## src/design/wfmh_pkg.sv

```systemverilog
// Shared constants, types and helpers for the whitespace-filtered murmur2 hash.
// No dependencies; imported by every module of the block.
`timescale 1ns / 1ps

package wfmh_pkg;

    localparam int unsigned HASH_W   = 32;
    localparam int unsigned BYTE_W   = 8;
    localparam int unsigned S_DATA_W = 40;   // filtered_length + byte_value, whole bytes
    localparam int unsigned M_DATA_W = 32;

    localparam logic [HASH_W-1:0] MIX_MULT = 32'd1540483477;
    localparam int unsigned SHIFT_MIX  = 24;
    localparam int unsigned SHIFT_FIN1 = 13;
    localparam int unsigned SHIFT_FIN2 = 15;

    localparam logic CMD_START = 1'b0;
    localparam logic CMD_DATA  = 1'b1;

    localparam logic [BYTE_W-1:0] CHR_TAB   = 8'd9;
    localparam logic [BYTE_W-1:0] CHR_LF    = 8'd10;
    localparam logic [BYTE_W-1:0] CHR_CR    = 8'd13;
    localparam logic [BYTE_W-1:0] CHR_SPACE = 8'd32;

    localparam logic [1:0] LAST_LANE = 2'd3;

    typedef struct packed {
        logic              en;
        logic [HASH_W-1:0] operand;
    } mul_req_t;

    typedef enum logic [7:0] {
        ST_IDLE = 8'b0000_0001,
        ST_K1   = 8'b0000_0010,
        ST_K2   = 8'b0000_0100,
        ST_H    = 8'b0000_1000,
        ST_HX   = 8'b0001_0000,
        ST_FP   = 8'b0010_0000,
        ST_F1   = 8'b0100_0000,
        ST_F2   = 8'b1000_0000
    } state_t;

    function automatic logic is_dropped(input logic [BYTE_W-1:0] b);
        return (b == CHR_TAB) || (b == CHR_LF) || (b == CHR_CR) || (b == CHR_SPACE);
    endfunction

endpackage

```

## src/design/wfmh_mul.sv

```systemverilog
// Shared constant multiplier: operand times the mixing constant, registered.
// Depends on wfmh_pkg for the constant and the request struct.
`timescale 1ns / 1ps

module wfmh_mul
    import wfmh_pkg::*;
(
    input  logic              aclk,
    input  mul_req_t          req,
    output logic [HASH_W-1:0] product_reg
);

    logic [HASH_W-1:0] product_next;

    assign product_next = HASH_W'(req.operand * MIX_MULT);

    // Hold the product while no multiply is issued
    always_ff @(posedge aclk) begin
        if (req.en) begin
            product_reg <= product_next;
        end
    end

endmodule

```

## src/design/whitespace_filtered_murmur2_hash.sv

```systemverilog
// Top level of the whitespace-filtered murmur2 hash: sequencer and hash state.
// Depends on wfmh_pkg and the shared multiplier wfmh_mul.
`timescale 1ns / 1ps

// A start word (tuser = 0) loads the hash with 1 xor the kept-byte count in
// tdata[31:0]; data words (tuser = 1) carry one raw byte in tdata[39:32] and
// tlast marks the final byte. Tab, line feed, carriage return and space are
// dropped. Start words, dropped bytes and bytes that do not complete a 32-bit
// group are taken without leaving the idle state. A byte that completes a
// group passes through states K1, K2, H and HX, as its three multiplies go one
// after another through a single registered constant multiplier. A last byte
// adds FP (only while a partial group is held), F1 and F2 for the final
// avalanche, and waits in F2 while an earlier hash is not yet taken; then the
// hash sits in an output register and the input side is ready while it waits.

module whitespace_filtered_murmur2_hash
    import wfmh_pkg::*;
(
    input  logic                aclk,
    input  logic                aresetn,
    input  logic                s_tvalid,
    output logic                s_tready,
    input  logic [S_DATA_W-1:0] s_tdata,   // [31:0] filtered_length, [39:32] byte_value
    input  logic                s_tuser,   // [0] command
    input  logic                s_tlast,   // last_byte
    output logic                m_tvalid,
    input  logic                m_tready,
    output logic [M_DATA_W-1:0] m_tdata    // [31:0] hash_value
);

    state_t            state_reg, state_next;
    logic [HASH_W-1:0] h_reg, h_next;
    logic [HASH_W-1:0] pw_reg, pw_next;
    logic [HASH_W-1:0] k_reg, k_next;
    logic [1:0]        cnt_reg, cnt_next;
    logic              last_reg, last_next;
    logic              use_mul_reg, use_mul_next;
    logic              m_valid_reg, m_valid_next;
    logic [HASH_W-1:0] hash_reg, hash_next;

    mul_req_t          mul_req;
    logic [HASH_W-1:0] mul_q;

    logic              accept;
    logic [BYTE_W-1:0] in_byte;
    logic              kept;
    logic [HASH_W-1:0] packed_word;
    logic [1:0]        cnt_inc;
    logic [HASH_W-1:0] fin_src;

    wfmh_mul u_mul (
        .aclk        (aclk),
        .req         (mul_req),
        .product_reg (mul_q)
    );

    assign s_tready    = (state_reg == ST_IDLE);
    assign accept      = s_tvalid && s_tready;
    assign in_byte     = s_tdata[S_DATA_W-1 -: BYTE_W];
    assign kept        = !is_dropped(in_byte);
    assign packed_word = pw_reg | (HASH_W'(in_byte) << {cnt_reg, 3'b000});
    assign cnt_inc     = cnt_reg + 2'd1;
    assign fin_src     = use_mul_reg ? mul_q : h_reg;

    assign m_tvalid = m_valid_reg;
    assign m_tdata  = hash_reg;

    always_comb begin
        state_next   = state_reg;
        h_next       = h_reg;
        pw_next      = pw_reg;
        k_next       = k_reg;
        cnt_next     = cnt_reg;
        last_next    = last_reg;
        use_mul_next = use_mul_reg;
        m_valid_next = m_valid_reg && !m_tready;
        hash_next    = hash_reg;
        mul_req      = '{en: 1'b0, operand: pw_reg};

        unique case (state_reg)
            ST_IDLE: begin
                if (accept) begin
                    if (s_tuser == CMD_START) begin
                        h_next   = 1 ^ s_tdata[HASH_W-1:0];
                        pw_next  = '0;
                        cnt_next = '0;
                    end else begin
                        last_next    = s_tlast;
                        use_mul_next = 1'b0;
                        if (kept && cnt_reg == LAST_LANE) begin
                            pw_next    = packed_word;
                            cnt_next   = '0;
                            state_next = ST_K1;
                        end else begin
                            if (kept) begin
                                pw_next  = packed_word;
                                cnt_next = cnt_inc;
                            end
                            if (s_tlast) begin
                                // Fold in the partial group only if bytes are held
                                state_next = (cnt_next != 2'd0) ? ST_FP : ST_F1;
                            end
                        end
                    end
                end
            end
            ST_K1: begin
                mul_req    = '{en: 1'b1, operand: pw_reg};
                state_next = ST_K2;
            end
            ST_K2: begin
                mul_req    = '{en: 1'b1, operand: mul_q ^ (mul_q >> SHIFT_MIX)};
                pw_next    = '0;
                state_next = ST_H;
            end
            ST_H: begin
                k_next     = mul_q;
                mul_req    = '{en: 1'b1, operand: h_reg};
                state_next = ST_HX;
            end
            ST_HX: begin
                h_next     = mul_q ^ k_reg;
                state_next = last_reg ? ST_F1 : ST_IDLE;
            end
            ST_FP: begin
                mul_req      = '{en: 1'b1, operand: h_reg ^ pw_reg};
                use_mul_next = 1'b1;
                state_next   = ST_F1;
            end
            ST_F1: begin
                mul_req    = '{en: 1'b1, operand: fin_src ^ (fin_src >> SHIFT_FIN1)};
                state_next = ST_F2;
            end
            ST_F2: begin
                // Wait here while the previous hash still sits unread
                if (!m_valid_reg || m_tready) begin
                    hash_next    = mul_q ^ (mul_q >> SHIFT_FIN2);
                    m_valid_next = 1'b1;
                    h_next       = '0;
                    pw_next      = '0;
                    cnt_next     = '0;
                    state_next   = ST_IDLE;
                end
            end
            default: begin
                state_next = ST_IDLE;
            end
        endcase
    end

    always_ff @(posedge aclk) begin
        if (!aresetn) begin
            state_reg   <= ST_IDLE;
            h_reg       <= '0;
            pw_reg      <= '0;
            cnt_reg     <= '0;
            last_reg    <= 1'b0;
            use_mul_reg <= 1'b0;
            m_valid_reg <= 1'b0;
        end else begin
            state_reg   <= state_next;
            h_reg       <= h_next;
            pw_reg      <= pw_next;
            cnt_reg     <= cnt_next;
            last_reg    <= last_next;
            use_mul_reg <= use_mul_next;
            m_valid_reg <= m_valid_next;
        end
    end

    always_ff @(posedge aclk) begin
        k_reg    <= k_next;
        hash_reg <= hash_next;
    end

endmodule

```

## config.mk

```make
export PLATFORM = sky130hd
export DESIGN_NAME = whitespace_filtered_murmur2_hash
export DESIGN_NICKNAME = d
export VERILOG_FILES = /design/src/design/wfmh_pkg.sv /design/src/design/wfmh_mul.sv /design/src/design/whitespace_filtered_murmur2_hash.sv
export SDC_FILE = /design/constraint.sdc
export NUM_CORES = 1
export LEC_CHECK = 0
export BUFFER_PORTS_ARGS = -buffer_cell sky130_fd_sc_hd__buf_2
export CAP_MARGIN = 15
export CORE_AREA = 2 2 166 168
export CTS_BUF_LIST = sky130_fd_sc_hd__clkbuf_16
export DETAILED_ROUTE_END_ITERATION = 16
export DIE_AREA = 0 0 168 170
export PLACE_DENSITY = 0.87
export SLEW_MARGIN = 20
export SYNTH_ARGS = -nofsm -noshare
export SYNTH_HDL_FRONTEND = slang
export SYNTH_SLANG_ARGS = --single-unit
export TNS_END_PERCENT = 100
```

## constraint.sdc

```tcl
create_clock -name aclk -period 11.31 [get_ports aclk]
set_input_delay 1.131 -clock aclk [delete_from_list [all_inputs] [get_ports aclk]]
set_output_delay 1.131 -clock aclk [all_outputs]
set_load 0.05 [all_outputs]
```

== Word-level counts from Yosys, hierarchy flattened ==
Index checks and enable logic that the tools add are counted.

* Multiply operators: 1
* Divide/modulo/power cells: 0
* Order comparisons: 0
* Add/sub/neg operators: 1
* Equality and inequality tests: 19
* Shifts and indexed selects: 1
* Multiplexer cells: 34
* Bitwise logic cells: 7
* Reduce and logical (&&, ||, !) cells: 22

{| class="wikitable"
|+ Operators with widths
! kind !! number
|-
| $mux 32 || 8
|-
| $pmux 32 s3 || 2
|-
| $pmux 33 s5 || 1
|-
| $pmux 8 s8 || 1
|-
| $xor 32x32->32 || 2
|-
| $mux 8 || 5
|-
| $eq 8x4->1 const B || 4
|-
| $mul 32x31->32 const B || 1
|-
| $or 32x32->32 || 1
|-
| $shl 8x5->32 || 1
|-
| $xor 32x17->32 || 1
|-
| $xor 32x19->32 || 1
|-
| $xor 32x8->32 || 1
|-
| $mux 2 || 9
|-
| $eq 8x6->1 const B || 2
|-
| $mux 7 || 2
|-
| $reduce_and 4->1 || 3
|-
| $reduce_and 3->1 || 3
|-
| $eq 8x1->1 const B || 1
|-
| $eq 8x2->1 const B || 1
|-
| $eq 8x3->1 const B || 1
|-
| $eq 8x5->1 const B || 1
|-
| $eq 8x7->1 const B || 1
|-
| $eq 8x8->1 const B || 1
|-
| other kinds (16) || 31
|}

* Latch bits: 0
* ROM bits: 0
* Word-level logic and storage cells: 95
* Memory bits (writable): 0
* Memories kept: 0
* Output and inout port bits: 34
* Bits in registers: 173

== Depth between registers and ports, before layout ==
Gate-level depths: netlist of the first run.

* Depth after elaboration: 17
* Gate-level depth with buffers: 35
* Gate-level depth less buffers: 32

== Hierarchy ==
From an unflattened synthesis of the first run, not the netlist that was laid out.

* Cells, all modules: 1734
* Area, all modules: 17475.5 um^2

{| class="wikitable"
|+ Modules (own cells, without submodules)
! module !! cells each !! sequential area each (um^2) !! times used !! area an instance (um^2)
|-
| wfmh_mul || 978 || 960.9 || 1 || 9920.8
|-
| whitespace_filtered_murmur2_hash || 756 || 3463.3 || 1 || 7554.7
|}

== Worst setup path before layout of the first run ==
No wires, ideal clock.

* Path kind: register -> register
* From: reg state_reg[0]
* To: reg u_mul.product_reg[31] (data pin)
* Setup time: 261 ps
* Stages on the path, launching flop included: 29
* Clock period less this slack: 8473 ps
* Data arrival time: 8212 ps
* Path slack: 2837 ps
* Path through: dfxtp_1 nor4_2 nand3_1 inv_1 nor4_2 buf_2 clkbuf_1 o21ai_0 o2111ai_1 fa_1 fa_1 fa_1 fa_1 inv_1 fa_1 fa_1 inv_1 fa_1 inv_1 fa_1 xnor2_1 xnor2_1 xnor2_1 xnor2_1 xnor2_1 xnor2_1 xnor3_1 xnor2_1 xnor2_1

* Word-level cells in the longest chain between the ends: 3
* Elaborated cells on any way between the ends: 7

{| class="wikitable"
|+ Ends and longest elaborated chain
! element !! RTL line !! text
|-
| start: declaration || whitespace_filtered_murmur2_hash.sv:31 || <nowiki>state_t state_reg, state_next;</nowiki>
|-
| start signal: assignment || whitespace_filtered_murmur2_hash.sv:161 || <nowiki>state_reg <= state_next;</nowiki>
|-
| $eq 8x7->1, or another cell as far along || whitespace_filtered_murmur2_hash.sv:80 || <nowiki>unique case (state_reg)</nowiki>
|-
| $pmux 33 s5 * || whitespace_filtered_murmur2_hash.sv:80 ||
|-
| $mul 32x31->32 * || wfmh_mul.sv:15 || <nowiki>assign product_next = HASH_W'(req.operand * MIX_MULT);</nowiki>
|-
| net u_mul.product_next[31] || wfmh_mul.sv:13 || <nowiki>logic [HASH_W-1:0] product_next;</nowiki>
|-
| end signal: assignment || wfmh_mul.sv:20 || <nowiki>product_reg <= product_next;</nowiki>
|-
| end: declaration || wfmh_mul.sv:10 || <nowiki>output logic [HASH_W-1:0] product_reg</nowiki>
|}

The timed path passes the listed nets; every way through them passes the cells marked *.
A chain may end at the register's enable or synchronous reset.

== Worst setup path after layout of the first run ==
* From: reg state_reg[3]
* To: reg u_mul.product_reg[31] (data pin)

Same word-level chain as after synthesis.

==> results.json, run 1 <==
{
  "status": "finished clean",
  "ys_top_cells_by_area": "fa_1 (21%), edfxtp_1 (17%), ha_1 (16%), dfxtp_1 (9.1%), inv_1 (8.4%)",
  "layout-drive-gt1-share": 0.0739,
  "design_area_mm2": 0.0184,
  "hold_buffers": 0,
  "finalClockSkew_ps": 9.75,
  "num_vias": 13021,
  "synth_top_area_frac": 0.214,
  "yosysSeqAreaShare": 0.261,
  "power_mw": 2.84,
  "period_minus_slack_ps": 9560,
  "max_freq_ghz": 0.105,
  "fin_tns_setup_ps": 0,
  "synth_area_mm2": 0.0170,
  "synth_mux_area_frac": 0.00118,
  "async_reset_ff_frac": 0,
  "critPathArrivalTime_ps": 9730,
  "p_per_area_mw_per_mm2": 155,
  "slew_headroom": 0.277,
  "fillers": 1913,
  "place_area_mm2": 0.0177,
  "cts_buffer_depth": 2,
  "layout_commonest_cell": "inv_1",
  "timing.final.max_slew_violations": 0,
  "power.static_leakage_nw": 9.43,
  "grt_max_degree": 65,
  "pin_count": 80,
  "dr.pass1.iters": 7,
  "peakVddDrop_uv": 106,
  "ys_ff_latch": 173,
  "nNetsFinal": 2231,
  "synth-compound-area-share": 0.110,
  "cp_slowest_cell": "nor4_4",
  "clkTransAtPathRegs_ps": 70,
  "worst_slew_pin_slew_ps": 1080,
  "core_area_mm2": 0.0267,
  "met3_usage": 0.0470,
  "grt_use_met1": 0.428,
  "crit_required_ps": 11480,
  "synth_edf_count": 96,
  "grt.busiest_layer": "met2",
  "crit_buf_inv": 9,
  "grt_util_met2": 0.556,
  "worstPathMaxFanout": 22,
  "globalplace.congestion": 0.958,
  "routed_wl_um": 46400,
  "synth-main-ff-cell": "edfxtp_1",
  "rsz0062_at_grt": "no",
  "ys_types": 54,
  "syn_nets": 2178,
  "cts_setup_buffers": 0,
  "synth_top_cell_by_area": "fa_1",
  "fin_util": 0.690,
  "whs_ps": 509,
  "r2r_setup_slack_ps": 1750,
  "maxCapViolations": 0,
  "synth_top_family_by_area": "adder cells",
  "yosysWarnings": 0,
  "avgRoutedWirePerCell_um": 21.7,
  "final_cell_mix": "inv_1 (382), ha_1 (217), fa_1 (181)",
  "cts-root-buf": "clkbuf_16",
  "grt_pass1_wl_um": 73100,
  "finalSetupViolCount": 0,
  "cts.sinks": 173,
  "die_h_um": 170,
  "overflow": 0,
  "placementRows": 60,
  "die_x_um": 168,
  "cts_tree": "built",
  "syn_inst": 1734,
  "hold_viol": 0,
  "track_usage": 0.336,
  "synth-simple-area-share": 0.0774,
  "crit_path_end_kind": "flop",
  "io_buffers": 79,
  "period_share": 0.845,
  "grt_pass1_vias": 13455,
  "clk_latency_ps": 420,
  "drtAntennaViolNets": 0,
  "drc": 0,
  "syn2layout_area_growth_pct": 8.30,
  "drt_iter0_drc": 1537,
  "startpoint_type": "flop",
  "hpwl_um": 35900,
  "die_area_mm2": 0.0286,
  "cpPeakStageDelay_ps": 960,
  "cts-htree-levels": 4,
  "synthXorXnorAreaFrac": 0.0798,
  "diodes": 0,
  "critPathTopFamily": "adder cells",
  "avgSynthCellArea_um2": 9.79,
  "antenna_found_initial": 0,
  "synthAdderAreaFrac": 0.374,
  "hold_class": "reg2reg",
  "setup.worst_path.class": "reg2reg",
  "via_per_inst": 6.08,
  "numCtsBuffers": 17,
  "post_cts_resized": 0,
  "start_util": 0.637
}
final cells by class:
| type | instances | area, µm² | share of cell area |
|---|---|---|---|
| inverters | 378 | 1420 | 0.0772 |
| repair buffers | 92 | 513 | 0.0279 |
| well taps | 341 | 427 | 0.0232 |
| flip-flops and latches | 173 | 4420 | 0.241 |
| multi-input cells | 1125 | 11000 | 0.596 |
| clock inverters | 11 | 110 | 0.00599 |
| clock buffers | 21 | 526 | 0.0286 |
where the power goes:
group,switching (mW),internal [mW]
clock network,0.244,0.376
logic,0.827,0.606
registers,0.0579,0.733
total,1.13,1.72
path summary, 6_finish.rpt:
path,start,end,depth (start not counted)
max reg2reg,state_reg[3],u_mul.product_reg[31],31
min,pw_reg[30],pw_reg[30],2
min reg2reg,pw_reg[30],pw_reg[30],2
max,state_reg[3],u_mul.product_reg[31],31
synthesized netlist by cell type, types with 2 or more instances:
cell and number:
and2_1 2, clkbuf_1 51, nand4_1 8, nand3_1 22
mux2i_1 2, edfxtp_1 96, and3_1 6, a21o_1 10
o21ai_0 88, a21boi_0 3, o31a_1 2, nor4b_1 3
inv_1 378, nor2b_1 12, o21bai_1 6, a22oi_1 34
o311ai_0 3, a211oi_1 6, o2111ai_1 6, xor2_1 81
ha_1 217, dfxtp_1 77, o211a_1 32, nor2_1 98
buf_2 6, nor4_1 4, o21a_1 4, xnor2_1 71
and4b_1 2, fa_1 181, nand4b_1 3, nand2b_1 4
and4_1 2, nand2_1 105, nor4_2 2, o211ai_1 16
nor3_1 9, a222oi_1 6, a21oi_1 61
layer usage:
metal  vias to the layer above  share of wire  routed length [µm]
met5                         -              0                   0
met4                         0          0.068                3130
met3                       205          0.092                4270
met2                       767           0.47               21600
met1                      6314           0.37               17400
li1                       5735              -                   -
cell families after synthesis:
kind of cell | Yosys count
buffers and inverters | 436
flip-flops | 173
AND/OR/NAND/NOR | 288
AO/OA/AOI/OAI | 284
adder cells (fa/ha/maj) | 398
XOR/XNOR | 153
multiplexers | 2
worst reg2reg max path, delay by kind of cell, from the launching register on:
kind                     cells  cell delay (ps)
AO/OA/AOI/OAI                9             1700
AND/OR/NAND/NOR              3             1690
flip-flops                   1              370
buffers and inverters        9             1220
adder cells (fa/ha/maj)      9             4210
XOR/XNOR                     1              140
metrics by stage:
step	instances	worst slack (ps)
2_1_floorplan	1734	2840
3_3_place_gp	2108	2320
3_5_place_dp	2108	1940
4_1_cts	2140	1930
5_1_grt	2141	1350
6_report	2141	1750
(Power assumes the default switching activity.)
==> run 2: changes to the inputs <==
==> constraint.sdc (replaced) <==
create_clock -name aclk -period 9.89 [get_ports aclk]
set_input_delay 0.989 -clock aclk [delete_from_list [all_inputs] [get_ports aclk]]
set_output_delay 0.989 -clock aclk [all_outputs]
set_load 0.05 [all_outputs]
==> results.json, run 2 (synthesis results as in run 1) <==
{
  "cts-htree-levels": 4,
  "p_per_area_mw_per_mm2": 176,
  "timing.final.max_slew_violations": 0,
  "track_usage": 0.346,
  "max_freq_ghz": 0.111,
  "grt_pass1_wl_um": 74000,
  "period_share": 0.914,
  "reg2reg_depth": 30,
  "finalSetupViolCount": 0,
  "avgRoutedWirePerCell_um": 22.1,
  "crit_required_ps": 10080,
  "place_area_mm2": 0.0178,
  "via_per_inst": 6.01,
  "globalplace.congestion": 0.964,
  "cts-root-buf": "clkbuf_16",
  "period_minus_slack_ps": 9040,
  "placementRows": 60,
  "drtAntennaViolNets": 0,
  "hold_buffers": 0,
  "cp_slowest_cell": "nor4_4",
  "nNetsFinal": 2239,
  "power_mw": 3.22,
  "start_util": 0.637,
  "grt_pass1_vias": 13421,
  "drc": 0,
  "fin_tns_setup_ps": 0,
  "pin_count": 80,
  "rsz0062_at_grt": "no",
  "worstPathMaxFanout": 22,
  "overflow": 0,
  "diodes": 0,
  "layout_commonest_cell": "inv_1",
  "slew_headroom": 0.267,
  "dr.pass1.iters": 8,
  "clkTransAtPathRegs_ps": 70,
  "die_h_um": 170,
  "drt_iter0_drc": 1401,
  "cts_setup_buffers": 0,
  "antenna_found_initial": 0,
  "die_x_um": 168,
  "io_buffers": 79,
  "grt_max_degree": 66,
  "routed_wl_um": 47400,
  "cts_buffer_depth": 2,
  "setup.worst_path.class": "reg2reg",
  "die_area_mm2": 0.0286,
  "crit_path_end_kind": "flop",
  "num_vias": 12924,
  "peakVddDrop_uv": 131,
  "critPathTopFamily": "adder cells",
  "status": "finished clean",
  "critPathArrivalTime_ps": 9230,
  "worst_slew_pin_slew_ps": 1100,
  "post_cts_resized": 0,
  "critical_path.most_common_cell": "fa_1",
  "hpwl_um": 37400,
  "cts_tree": "built",
  "maxCapViolations": 0,
  "cts.sinks": 173,
  "critical_path_cell_count": 30,
  "clk_latency_ps": 430,
  "power.static_leakage_nw": 9.41,
  "core_area_mm2": 0.0267,
  "hold_class": "reg2reg",
  "numCtsBuffers": 17,
  "hold_viol": 0,
  "hold_depth": 2,
  "final_cell_mix": "inv_1 (379), ha_1 (217), fa_1 (181)",
  "layout-drive-gt1-share": 0.0785,
  "cpPeakStageDelay_ps": 730,
  "crit_buf_inv": 8,
  "finalClockSkew_ps": 8.46,
  "syn2layout_area_growth_pct": 8.21,
  "design_area_mm2": 0.0184,
  "startpoint_type": "flop"
}
## run 2: area by class of cell
cell class	instances	area [µm²]
Clock inverter	15	138
Fill cell	1948	8290
Clock buffer	17	425
Timing Repair Buffer	100	573
Inverter	378	1420
Tap cell	341	427
Sequential cell	173	4420
Multi-Input combinational cell	1125	11000
## run 2: per-stage QoR
| stage | worst slack (ps) | instances | hold slack [ps] | util |
|---|---|---|---|---|
| 6_report | 848 | 2149 | 519 | 0.689 |
| 5_1_grt | 463 | 2149 | 548 | 0.689 |
| 4_1_cts | 1000 | 2149 | 513 | 0.689 |
| 3_5_place_dp | 1040 | 2117 | 497 | 0.667 |
| 3_3_place_gp | 1160 | 2116 | 474 | 0.666 |
| 2_1_floorplan | 1420 | 1734 | 424 | - |
## run 2: final timing paths
check / startpoint / endpoint / slack (ps)
min: pw_reg[17] / pw_reg[17] / 520
min reg2reg: pw_reg[17] / pw_reg[17] / 520
max: state_reg[2] / u_mul.product_reg[31] / 850
max reg2reg: state_reg[2] / u_mul.product_reg[31] / 850
## run 2: layer usage
| metal | track usage | part of all wire | up-vias |
|---|---|---|---|
| met5 | 0 | 0 | - |
| met4 | 0.162 | 0.051 | 0 |
| met3 | 0.0626 | 0.088 | 156 |
| met2 | 0.597 | 0.48 | 660 |
| met1 | 0.424 | 0.38 | 6338 |
| li1 | - | - | 5770 |
## run 2: where the power goes
group	leakage, nW	internal, mW	switching [mW]
logic	7.64	0.696	0.967
clock network	0.274	0.351	0.303
registers	1.49	0.839	0.0680
## run 2: worst register-to-register path, delay by kind of cell, from the launching register on
kind | cells | cell delay (ps)
XOR/XNOR | 1 | 140
AO/OA/AOI/OAI | 8 | 1600
adder cells (fa/ha/maj) | 9 | 4140
AND/OR/NAND/NOR | 4 | 1130
buffers and inverters | 8 | 1370
flip-flops | 1 | 430
